### src/kwm_pkg.sv
// Package for the k-way merge block: sizes, controller state and the
// structs passed between the top level and the head cells. No dependencies.
`timescale 1ns / 1ps
`default_nettype none

package kwm_pkg;

    localparam int LISTS       = 16;
    localparam int VALUE_WIDTH = 32;
    localparam int ID_W        = 4;                    // list_id / source_list field
    localparam int CFG_W       = 5;                    // num_lists field
    localparam int IDX_W       = $clog2(LISTS);        // cell index
    localparam int CNT_W       = $clog2(LISTS + 1);    // holds LISTS itself

    typedef enum logic [0:0] {
        ST_IDLE,
        ST_SWEEP
    } t_state;

    // running minimum handed from cell to cell
    typedef struct packed {
        logic                          found;
        logic signed [VALUE_WIDTH-1:0] value;
        logic [IDX_W-1:0]              idx;
    } t_best;

    // per-cell control from the controller
    typedef struct packed {
        logic                          load;
        logic                          gone;
        logic signed [VALUE_WIDTH-1:0] value;
        logic                          clear;
        logic                          pop;
    } t_cell_ctrl;

endpackage

`default_nettype wire

### src/kwm_cell.sv
// One head cell: holds the head of one list and its valid bit, and folds
// its head into the running minimum passed down the chain. Uses kwm_pkg.
`timescale 1ns / 1ps
`default_nettype none

module kwm_cell
    import kwm_pkg::*;
(
    input  wire logic             i_clk,
    input  wire logic             i_rst_n,
    input  wire logic [IDX_W-1:0] i_idx,
    input  wire t_cell_ctrl       i_ctrl,
    input  wire t_best            i_best,
    output t_best                 o_best
);

    logic                          r_valid;
    logic signed [VALUE_WIDTH-1:0] r_head;
    t_best                         r_best;
    t_best                         n_best;
    logic                          take;

    always_ff @(posedge i_clk) begin
        if (!i_rst_n) begin
            r_valid <= 1'b0;
        end else if (i_ctrl.clear) begin
            r_valid <= 1'b0;
        end else if (i_ctrl.load) begin
            r_valid <= !i_ctrl.gone;
        end else if (i_ctrl.pop) begin
            r_valid <= 1'b0;
        end
    end

    always_ff @(posedge i_clk) begin
        if (i_ctrl.load && !i_ctrl.gone) begin
            r_head <= i_ctrl.value;
        end
    end

    // strict less-than keeps the lower list on a tie
    always_comb begin
        take = r_valid && (!i_best.found || (r_head < i_best.value));
        if (take) begin
            n_best.found = 1'b1;
            n_best.value = r_head;
            n_best.idx   = i_idx;
        end else begin
            n_best = i_best;
        end
    end

    always_ff @(posedge i_clk) begin
        if (!i_rst_n) begin
            r_best.found <= 1'b0;
        end else begin
            r_best.found <= n_best.found;
        end
        r_best.value <= n_best.value;
        r_best.idx   <= n_best.idx;
    end

    assign o_best = r_best;

endmodule

`default_nettype wire
### config.mk
export PLATFORM = sky130hd
export DESIGN_NAME = kwm_cell
export DESIGN_NICKNAME = d
export VERILOG_FILES = /design/src/kwm_pkg.sv /design/src/kwm_cell.sv
export SDC_FILE = /design/constraint.sdc
export NUM_CORES = 1
export LEC_CHECK = 0
export BUFFER_PORTS_ARGS = -buffer_cell sky130_fd_sc_hd__buf_2
export CORE_UTILIZATION = 44
export CTS_CLUSTER_SIZE = 14
export DETAILED_ROUTE_END_ITERATION = 10
export PLACE_DENSITY = 0.75
export SYNTH_ARGS = -nofsm -noshare
export SYNTH_HDL_FRONTEND = slang
export SYNTH_SLANG_ARGS = --single-unit
### constraint.sdc
create_clock -name i_clk -period 2.5 [get_ports i_clk]
set_clock_uncertainty 0.15 [all_clocks]
set_input_delay 0.25 -clock i_clk [delete_from_list [all_inputs] [get_ports i_clk]]
set_output_delay 0.25 -clock i_clk [all_outputs]
set_load 0.1 [all_outputs]
==> results.txt, run 1 <==
launching instance or port of the critical path: r_head[7]
synthesized area per cell: 13.8 sq um
class of the most critical hold timing path: in2reg
drt via density: 4.64
synthesized cell area: 0.00314 sq mm
cell count of the worst hold path: 2
worst hold path endpoint: o_best[24]
nets: 543
Cells after Synth: 228
number of iterations in the first detailed-routing pass: 4
hold path startpoint: i_best[24]
effective utilization at floorplan: 0.459
master of the slowest instance on the critical path: sky130_fd_sc_hd__edfxtp_1
worst r2r path cells: 9
Core Area: 0.00683 sq mm
CTS tree: yes
number of vias after detailed routing: 2480
longest individual stage delay on the worst path: 460 ps
area fraction of the dominant cell type after synthesis: 0.306
detail-routed net length per standard cell: 14.7 um
areal power density over the cells: 600 mW/mm^2
num rows: 30
internal power of the cells: 2030 uW
part of the power in the clock network: 0.296
most area-consuming cells after synthesis: sky130_fd_sc_hd__edfxtp_1 31%, sky130_fd_sc_hd__dfxtp_1 24%, sky130_fd_sc_hd__mux2_4 14%, sky130_fd_sc_hd__ha_1 12%, sky130_fd_sc_hd__inv_1 4.1%
crit share post-route: 1.06
MaxCap Viol Count: 0
final cell count without fillers: 534
wire length reported by the detailed router: 7840 um
# fillers: 461
maximum clock frequency: 377 MHz
largest fanout of any net on the critical path: 12
clock sink total: 70
total of endpoints with negative setup slack in the final report: 36
setup repair after global routing missed its margin: true
data arrival at the endpoint of the critical path: 2720 ps
worst slew pin tran: 505 ps
maximum number of pins on one net before global-route repair: 34
Routed Antenna Nets: 0
iteration-0 DRC count of the detailed router: 84
Worst Setup Path Type: reg2reg
setup slack, reg-to-reg: -150 ps
fin worst setup slack: -152 ps
post-synthesis cell type with the largest combined area: sky130_fd_sc_hd__edfxtp_1
reg-to-reg critical path endpoint: o_best[2]
clock root buffer master: sky130_fd_sc_hd__clkbuf_8
DRC: 0
Switching Power: 974 uW
area delta synth->final: 59.7%
share of final-layout standard cells stronger than drive strength 1: 0.482
number of max-slew violations in the final report: 0
time the final worst path needs with I/O delays and setup: 2650 ps
number of antenna cells inserted: 0
Detail Placement HPWL: 4610 um
Yosys reg bits: 70
clock transition at the registers of the reported paths: 80 ps
run status: finished, violations left
number of input and output port buffers inserted: 115
initial antenna violation count: 0
Reg power frac: 0.438
H-Tree Depth: 3
cell area after layout: 0.00501 sq mm
Num CTS Buffers: 9
violated checks: negative setup slack
register area share after synthesis: 0.549
kind of start point of the critical path: register
Reg2Reg Launch Point: r_head[7]
library cells used by synthesis: 28
wire length of the first global-routing pass: 11500 um
insertion delay of the later-clocked pin in the worst-skew pair: 340 ps
routability-driven placement congestion ratio: 0.727
horizontal extent of the die: 86.4 um
list of cells traversed by the critical path: ha_4, a21oi_2, o21ai_2, a221oi_2, o211ai_1, a31oi_4, buf_6, buf_12, mux2_2
logic gate share of total power: 0.266
relative slew slack: 0.666
buffers from clock root to sink, at most: 2
die extent in y: 86.4 um
Static Leak: 0.00232 uW
top-level I/O count: 116
switching power share of the total: 0.324
data required time at the worst endpoint: 2570 ps
via count of the first global-routing pass: 2529
net count of the mapped netlist: 338
total grt overflow: 0
Inst Count DP: 443
Die ar.: 0.00747 sq mm
nature of the critical path endpoint: register
Final Hold Vio Count: 0
cell area after placement: 0.00387 sq mm
Worst VDD drop: 0.000398 V
yosys warns: 0
global router's overall resource usage: 0.205
power groups by stage:
| stage | Clock, uW | Combinational [uW] | Sequential [uW] |
|---|---|---|---|
| 6_report | 890 | 800 | 1320 |
| 5_1_grt | 935 | 845 | 1320 |
| 4_1_cts | 892 | 755 | 1310 |
| 3_5_place_dp | 0 | 648 | 1340 |
| 3_3_place_gp | 0 | 636 | 1330 |
| 2_1_floorplan | 0 | 183 | 1640 |
layout by cell type, fill, tap and decap left out, types with 2 or more instances in the layout:
cell,netlist,routed
sky130_fd_sc_hd__ha_4,0,10
sky130_fd_sc_hd__dlygate4sd3_1,0,62
sky130_fd_sc_hd__clkinv_2,0,3
sky130_fd_sc_hd__o21ai_0,5,4
sky130_fd_sc_hd__buf_4,0,15
sky130_fd_sc_hd__a21oi_1,12,9
sky130_fd_sc_hd__ha_1,31,21
sky130_fd_sc_hd__clkbuf_8,0,9
sky130_fd_sc_hd__a21oi_2,0,3
sky130_fd_sc_hd__dfxtp_1,38,38
sky130_fd_sc_hd__nand2_1,8,7
sky130_fd_sc_hd__o211ai_1,2,2
sky130_fd_sc_hd__inv_1,34,34
sky130_fd_sc_hd__buf_6,3,2
sky130_fd_sc_hd__nor2_1,5,5
sky130_fd_sc_hd__nand4_1,3,3
sky130_fd_sc_hd__nand3_1,2,2
sky130_fd_sc_hd__a21o_1,2,2
sky130_fd_sc_hd__mux2_2,6,6
sky130_fd_sc_hd__edfxtp_1,32,32
sky130_fd_sc_hd__mux2_4,30,30
sky130_fd_sc_hd__buf_2,0,115
registers in the layout (all words and copies together), names as in the netlist:
| register | count |
|---|---|
| o_best | 37 |
| r_head | 32 |
| r_valid | 1 |
through the flow:
stage          total power, uW  TNS [ps]  setup WS, ps  utilization  hold slack, ps
2_1_floorplan             1820         0          83.6            -             176
5_1_grt                   3100     -6220          -219        0.733            6.74
3_3_place_gp              1970      -300         -23.8        0.566             263
3_5_place_dp              1980     -2510          -105        0.566             272
4_1_cts                   2960      -185         -19.4        0.709           0.931
6_report                  3010     -4000          -152        0.733            11.0
kinds of logic after synthesis:
family | share of synthesized area
AOI/OAI and AO/OA | 0.0623
muxes | 0.165
adders and majority gates | 0.124
and+or+nand+nor | 0.0483
DFF | 0.549
buffers and inverters | 0.0515
worst max-delay path: cells and delay by family (launching register included):
family                   cells  cell delay, ps
buffers and inverters        2             280
AO/OA/AOI/OAI                5            1030
adder cells (fa/ha/maj)      1             260
flip-flops                   1             460
multiplexers                 1             340
how the worst max path moves through the flow:
stage	endpoint	slack, ps	cells past startpoint
6_report	o_best[2]	-150	9
5_1_grt	o_best[0]	-220	9
4_1_cts	o_best[23]	-20	8
3_5_place_dp	o_best[2]	-110	10
3_3_place_gp	o_best[2]	-20	10
2_1_floorplan	o_best[10]	80	8
area by class of cell:
type                       count  area (sq um)  area share
sequential                    70          1720       0.344
multi-input combinational    121          1450       0.289
clock inverter                 7          65.1      0.0130
inverter                      34           128      0.0255
timing repair buffer         197          1400       0.280
clock buffer                   9           124      0.0247
tap                           96           120      0.0240
Yosys cell counts:
master                     instances
sky130_fd_sc_hd__nand2_1           8
sky130_fd_sc_hd__nand4_2           1
sky130_fd_sc_hd__nor3b_1           2
sky130_fd_sc_hd__nor4_4            1
sky130_fd_sc_hd__mux2_2            6
sky130_fd_sc_hd__mux2_4           30
sky130_fd_sc_hd__a221oi_1          1
sky130_fd_sc_hd__nand4b_1          1
sky130_fd_sc_hd__a32oi_2           1
sky130_fd_sc_hd__a21oi_1          12
sky130_fd_sc_hd__o32a_1            1
sky130_fd_sc_hd__o21a_1            1
sky130_fd_sc_hd__a31oi_4           1
sky130_fd_sc_hd__a21o_1            2
sky130_fd_sc_hd__o311ai_1          1
sky130_fd_sc_hd__nand3_1           2
sky130_fd_sc_hd__ha_1             31
sky130_fd_sc_hd__nand4_1           3
sky130_fd_sc_hd__nor2b_1           1
sky130_fd_sc_hd__nor3_1            2
sky130_fd_sc_hd__edfxtp_1         32
sky130_fd_sc_hd__inv_1            34
sky130_fd_sc_hd__nor2_1            5
sky130_fd_sc_hd__o211ai_1          2
sky130_fd_sc_hd__dfxtp_1          38
sky130_fd_sc_hd__a211oi_1          1
sky130_fd_sc_hd__o21ai_0           5
sky130_fd_sc_hd__buf_6             3
layer usage:
metal	vias up	track usage	wire length (um)
met1	1172	0.217	3120
met3	11	0.0581	360
li1	1220	-	-
met4	0	0.0636	127
met2	77	0.392	4220
met5	-	0	0
repair_timing:
item | CTS | global route
setup endpoints to repair | 36 | 36
pin swaps | 8 | 10
hold buffers | 61 | 1
buffers inserted | 6 | 5
resized for setup | 13 | 13
gates cloned | 1 | 1
endpoints found under the hold margin | 56 | 1
Note: power is estimated with default switching activity, not from simulation.
==> run 2: changes to the inputs <==
--- a/config.mk
+++ b/config.mk
@@ -6,10 +6,10 @@
 export NUM_CORES = 1
 export LEC_CHECK = 0
 export BUFFER_PORTS_ARGS = -buffer_cell sky130_fd_sc_hd__buf_2
-export CORE_UTILIZATION = 44
+export CORE_UTILIZATION = 49
 export CTS_CLUSTER_SIZE = 14
 export DETAILED_ROUTE_END_ITERATION = 10
-export PLACE_DENSITY = 0.75
+export PLACE_DENSITY = 0.79
 export SYNTH_ARGS = -nofsm -noshare
 export SYNTH_HDL_FRONTEND = slang
 export SYNTH_SLANG_ARGS = --single-unit
==> constraint.sdc (replaced) <==
create_clock -name i_clk -period 2.99 [get_ports i_clk]
set_clock_uncertainty 0.15 [all_clocks]
set_input_delay 0.299 -clock i_clk [delete_from_list [all_inputs] [get_ports i_clk]]
set_output_delay 0.299 -clock i_clk [all_outputs]
set_load 0.1 [all_outputs]
==> results.txt, run 2 (synthesis results as in run 1) <==
run status: complete, no violations (was finished, violations left)
total of endpoints with negative setup slack in the final report: 0 (was 36)
relative slew slack: 0.373 (was 0.666)
nets: 498 (was 543)
clock sink total: 70 (unchanged)
Detail Placement HPWL: 4820 um (was 4610 um)
setup repair after global routing missed its margin: false (was true)
number of iterations in the first detailed-routing pass: 4 (unchanged)
routability-driven placement congestion ratio: 0.773 (was 0.727)
buffers from clock root to sink, at most: 2 (unchanged)
number of stages on the worst setup path: 8 (was 9)
kind of start point of the critical path: register (unchanged)
setup TNS after final layout: 0 ps (was -4000 ps)
setup slack, reg-to-reg: 310 ps (was -150 ps)
number of input and output port buffers inserted: 115 (unchanged)
Design Power: 2360 uW (was 3010 uW)
share of the core filled with cells in the final layout: 0.715 (was 0.733)
detail-routed net length per standard cell: 14.2 um (was 14.7 um)
class of the most critical hold timing path: in2reg (unchanged)
total grt overflow: 0 (unchanged)
worst r2r path cells: 8 (was 9)
maximum number of pins on one net before global-route repair: 34 (unchanged)
number of vias after detailed routing: 2275 (was 2480)
Reg2Reg Launch Point: r_head[7] (unchanged)
Routed Antenna Nets: 0 (unchanged)
insertion delay of the later-clocked pin in the worst-skew pair: 330 ps (was 340 ps)
area delta synth->final: 38.2% (was 59.7%)
top cell family by delay on the critical path: compound AO/OA/AOI/OAI gates (unchanged)
time the final worst path needs with I/O delays and setup: 2680 ps (was 2650 ps)
areal power density over the cells: 544 mW/mm^2 (was 600 mW/mm^2)
via count of the first global-routing pass: 2324 (was 2529)
wire length of the first global-routing pass: 10200 um (was 11500 um)
launching instance or port of the critical path: r_head[7] (unchanged)
Num CTS Buffers: 9 (unchanged)
effective utilization at floorplan: 0.517 (was 0.459)
reg-to-reg critical path endpoint: o_best[0] (was o_best[2])
Final Hold Slack: 37.4 ps (was 11.0 ps)
largest fanout of any net on the critical path: 12 (unchanged)
initial antenna violation count: 0 (unchanged)
worst slew pin tran: 939 ps (was 505 ps)
Worst VDD drop: 0.000367 V (was 0.000398 V)
share of final-layout standard cells stronger than drive strength 1: 0.440 (was 0.482)
nature of the critical path endpoint: register (unchanged)
number of antenna cells inserted: 0 (unchanged)
crit share post-route: 0.898 (was 1.06)
iteration-0 DRC count of the detailed router: 92 (was 84)
Largest register FFs: 37 (unchanged)
maximum clock frequency: 372 MHz (was 377 MHz)
timing endpoint of the critical path: o_best[0] (was o_best[2])
list of cells traversed by the critical path: ha_1, a21oi_1, o21ai_0, a221oi_1, o211ai_1, a31oi_4, buf_4, mux2_2 (was ha_4, a21oi_2, o21ai_2, a221oi_2, o211ai_1, a31oi_4, buf_6, buf_12, mux2_2)
Die ar.: 0.00672 sq mm (was 0.00747 sq mm)
master of the slowest instance on the critical path: sky130_fd_sc_hd__edfxtp_1 (unchanged)
clock root buffer master: sky130_fd_sc_hd__clkbuf_8 (unchanged)
CTS tree: yes (unchanged)
number of max-slew violations in the final report: 0 (unchanged)
wire length reported by the detailed router: 6640 um (was 7840 um)
top-level I/O count: 116 (unchanged)
data arrival at the endpoint of the critical path: 2750 ps (was 2720 ps)
die extent in y: 82.0 um (was 86.4 um)
hold path startpoint: i_rst_n (was i_best[24])
H-Tree Depth: 3 (unchanged)
clock transition at the registers of the reported paths: 70 ps (was 80 ps)
num rows: 28 (was 30)
horizontal extent of the die: 82.0 um (was 86.4 um)
DRC: 0 (unchanged)
number of buffer and inverter instances along the worst setup path: 1 (was 2)
global router's overall resource usage: 0.209 (was 0.205)
MaxCap Viol Count: 0 (unchanged)
Final Hold Vio Count: 0 (unchanged)
drt via density: 4.86 (was 4.64)
Core Area: 0.00606 sq mm (was 0.00683 sq mm)
longest individual stage delay on the worst path: 400 ps (was 460 ps)
commonest cells after routing, fill and taps aside: 115 x sky130_fd_sc_hd__buf_2, 38 x sky130_fd_sc_hd__dfxtp_1, 34 x sky130_fd_sc_hd__inv_1 (was 115 x sky130_fd_sc_hd__buf_2, 62 x sky130_fd_sc_hd__dlygate4sd3_1, 38 x sky130_fd_sc_hd__dfxtp_1)
Worst Setup Path Type: reg2reg (unchanged)
Static Leak: 0.00209 uW (was 0.00232 uW)
most common cell after layout, fill and taps aside: sky130_fd_sc_hd__buf_2 (unchanged)
data required time at the worst endpoint: 3050 ps (was 2570 ps)
## run 2: changes by cell type in the layout (fill, tap and decap cells not counted), sizes merged
cell,change
buf,-15
clkinvlp,-1
bufinv,-1
dlygate4sd3,-29
clkinv,-4
clkbuf,+5
## run 2: metrics by stage
| stage | instance area (sq um) | setup slack, ps | std cells |
|---|---|---|---|
| after floorplan | 3140 | 574 | 228 |
| after global placement | 3810 | 61.6 | 418 |
| after detailed placement | 3810 | 9.45 | 418 |
| after CTS | 4310 | 29.8 | 465 |
| after global routing | 4330 | 151 | 468 |
| final | 4330 | 305 | 468 |
## run 2: final cells by class
class | instances | area, sq um
Clock buffer | 15 | 176
Inverter | 34 | 128
Sequential cell | 70 | 1720
Multi-Input combinational cell | 121 | 1260
Clock inverter | 1 | 5.00
Tap cell | 75 | 93.8
Fill cell | 445 | 1730
Timing Repair Buffer | 152 | 948
## run 2: worst min-delay path by stage
stage,to,cells past startpoint
after detailed placement,r_valid,2
after global placement,r_valid,2
after global routing,o_best[36],2
final,o_best[36],2
after floorplan,r_valid,1
after CTS,r_head[20],1
## run 2: what timing repair did
item,CTS,global route
setup endpoints to repair,1,24
pin swaps,1,1
hold buffers,31,2
resized for setup,0,0
setup buffers,0,1
hold endpoints to repair,31,2
## run 2: per-layer routing
layer	routed length (um)	GRT usage	part of all wire	vias up
li1	-	-	-	1132
met1	2620	0.223	0.39	1054
met2	3570	0.383	0.54	75
met3	277	0.0500	0.042	14
met4	174	0.100	0.026	0
met5	0	0	0	-
## run 2: power by group
part,internal (uW),leakage (uW),switching [uW]
registers,1070,0.000621,26.2
clock network,369,0.0000937,317
logic,184,0.00137,389
==> run 3: changes to the inputs <==
--- a/config.mk
+++ b/config.mk
@@ -6,10 +6,13 @@
 export NUM_CORES = 1
 export LEC_CHECK = 0
 export BUFFER_PORTS_ARGS = -buffer_cell sky130_fd_sc_hd__buf_2
-export CORE_UTILIZATION = 49
+export CELL_PAD_IN_SITES_DETAIL_PLACEMENT = 0
+export CELL_PAD_IN_SITES_GLOBAL_PLACEMENT = 1
+export CORE_UTILIZATION = 38
 export CTS_CLUSTER_SIZE = 14
 export DETAILED_ROUTE_END_ITERATION = 10
-export PLACE_DENSITY = 0.79
+export PLACE_DENSITY_LB_ADDON = 0.1
+export RECOVER_POWER = 50
 export SYNTH_ARGS = -nofsm -noshare
 export SYNTH_HDL_FRONTEND = slang
 export SYNTH_SLANG_ARGS = --single-unit
==> results.txt, run 3 (synthesis results as in run 1) <==
via count of the first global-routing pass: 2194 (was 2324)
detail-routed net length per standard cell: 12.7 um (was 14.2 um)
drt via density: 4.45 (was 4.86)
initial antenna violation count: 0 (unchanged)
horizontal extent of the die: 92.8 um (was 82.0 um)
reg-to-reg critical path endpoint: o_best[4] (was o_best[0])
Num CTS Buffers: 9 (unchanged)
launching instance or port of the critical path: r_head[5] (was r_head[7])
number of input and output port buffers inserted: 115 (unchanged)
Routed Antenna Nets: 0 (unchanged)
buffers from clock root to sink, at most: 2 (unchanged)
die extent in y: 92.8 um (was 82.0 um)
number of vias after detailed routing: 2197 (was 2275)
clock root buffer master: sky130_fd_sc_hd__clkbuf_8 (unchanged)
worst slew pin tran: 1960 ps (was 939 ps)
MaxCap Viol Count: 1 (was 0)
total of endpoints with negative setup slack in the final report: 0 (unchanged)
Reg2Reg Launch Point: r_head[5] (was r_head[7])
Die ar.: 0.00862 sq mm (was 0.00672 sq mm)
DRC: 0 (unchanged)
Static Leak: 0.00205 uW (was 0.00209 uW)
nets: 497 (was 498)
metal3 WL: 404 um (was 277 um)
wire length of the first global-routing pass: 9840 um (was 10200 um)
share of final-layout standard cells stronger than drive strength 1: 0.431 (was 0.440)
num rows: 32 (was 28)
Inst Count DP: 445 (was 418)
setup TNS after final layout: 0 ps (unchanged)
worst r2r path cells: 8 (unchanged)
run status: finished, violations left (was complete, no violations)
most common cell after layout, fill and taps aside: sky130_fd_sc_hd__buf_2 (unchanged)
timing endpoint of the critical path: o_best[4] (was o_best[0])
number of antenna cells inserted: 0 (unchanged)
kind of start point of the critical path: register (unchanged)
clock transition at the registers of the reported paths: 80 ps (was 70 ps)
setup repair after global routing missed its margin: false (unchanged)
violated checks: max-capacitance violations, max-slew violations
Final Hold Slack: 34.1 ps (was 37.4 ps)
H-Tree Depth: 3 (unchanged)
maximum number of pins on one net before global-route repair: 23 (was 34)
final cell count without fillers: 494 (was 468)
share of the core filled with cells in the final layout: 0.551 (was 0.715)
met1 wire length: 2600 um (was 2620 um)
Detail Placement HPWL: 4630 um (was 4820 um)
data arrival at the endpoint of the critical path: 2830 ps (was 2750 ps)
nature of the critical path endpoint: register (unchanged)
Worst Setup Path Type: reg2reg (unchanged)
data required time at the worst endpoint: 3060 ps (was 3050 ps)
commonest cells after routing, fill and taps aside: 111 x sky130_fd_sc_hd__buf_2, 38 x sky130_fd_sc_hd__dfxtp_1, 34 x sky130_fd_sc_hd__inv_1 (was 115 x sky130_fd_sc_hd__buf_2, 38 x sky130_fd_sc_hd__dfxtp_1, 34 x sky130_fd_sc_hd__inv_1)
DR WL met2: 3220 um (was 3570 um)
top-level I/O count: 116 (unchanged)
number of max-slew violations in the final report: 23 (was 0)
insertion delay of the later-clocked pin in the worst-skew pair: 340 ps (was 330 ps)
# Post-CTS Setup Buffers: 0 (unchanged)
relative slew slack: -0.310 (was 0.373)
crit share post-route: 0.923 (was 0.898)
Core Area: 0.00785 sq mm (was 0.00606 sq mm)
maximum clock frequency: 362 MHz (was 372 MHz)
Worst VDD drop: 0.000306 V (was 0.000367 V)
wire length reported by the detailed router: 6280 um (was 6640 um)
CTS tree: yes (unchanged)
global router's overall resource usage: 0.152 (was 0.209)
iteration-0 DRC count of the detailed router: 37 (was 92)
areal power density over the cells: 539 mW/mm^2 (was 544 mW/mm^2)
total grt overflow: 0 (unchanged)
Design Power: 2330 uW (was 2360 uW)
largest fanout of any net on the critical path: 22 (was 12)
Largest register FFs: 37 (unchanged)
setup slack, reg-to-reg: 230 ps (was 310 ps)
Final Hold Vio Count: 0 (unchanged)
class of the most critical hold timing path: in2reg (unchanged)
effective utilization at floorplan: 0.400 (was 0.517)
time the final worst path needs with I/O delays and setup: 2760 ps (was 2680 ps)
# fillers: 730 (was 445)
top metal layer carrying routed signals: met4 (unchanged)
routability-driven placement congestion ratio: 0.680 (was 0.773)
number of iterations in the first detailed-routing pass: 4 (unchanged)
area delta synth->final: 37.9% (was 38.2%)
clock sink total: 70 (unchanged)
[run 3: worst min path at each step]
stage                          from        end  slack [ps]  depth (start not counted)
after global placement    i_ctrl[1]    r_valid         310                          2
after CTS                 i_best[3]  o_best[3]          10                          2
after detailed placement  i_ctrl[1]    r_valid         320                          2
final                     i_best[3]  o_best[3]          30                          2
after global routing       i_idx[3]  o_best[3]          20                          2
after floorplan           i_ctrl[1]    r_valid         230                          1
[run 3: routing by layer]
layer | up-vias | global-route usage
met4 | 0 | 0.0538
met1 | 998 | 0.174
met2 | 69 | 0.263
met5 | - | 0
li1 | 1126 | -
met3 | 4 | 0.0509
[run 3: critical path, cell delays in order, from the launching register on]
cell and delay [ps]:
sky130_fd_sc_hd__edfxtp_1 410, sky130_fd_sc_hd__ha_1 310, sky130_fd_sc_hd__a21oi_1 170, sky130_fd_sc_hd__o21ai_0 120, sky130_fd_sc_hd__a221oi_1 290, sky130_fd_sc_hd__o211ai_1 210
sky130_fd_sc_hd__a31oi_4 210, sky130_fd_sc_hd__buf_4 390, sky130_fd_sc_hd__mux2_2 380
[run 3: report_power, final]
part	switching (uW)	internal [uW]	leakage (uW)
registers	24.0	1070	0.000621
clock network	356	319	0.0000857
logic	383	180	0.00135
total	763	1570	0.00205
[run 3: final cells by class]
class	count	area, sq um	area share
flip-flops and latches	70	1720	0.398
multi-input cells	121	1250	0.290
repair buffers	151	921	0.213
clock buffers	10	138	0.0318
inverters	34	128	0.0295
well taps	102	128	0.0295
clock inverters	6	37.5	0.00868
[run 3: per-stage QoR]
step	setup WS, ps	area [sq um]
final	231	4330
after detailed placement	164	3830
after CTS	185	4340
after floorplan	574	3140
after global routing	121	4330
after global placement	202	3830
[run 3: repair_timing]
action,4_1_cts,5_1_grt
gates resized for setup,0,0
hold buffers,33,0
endpoints found under the hold margin,33,0
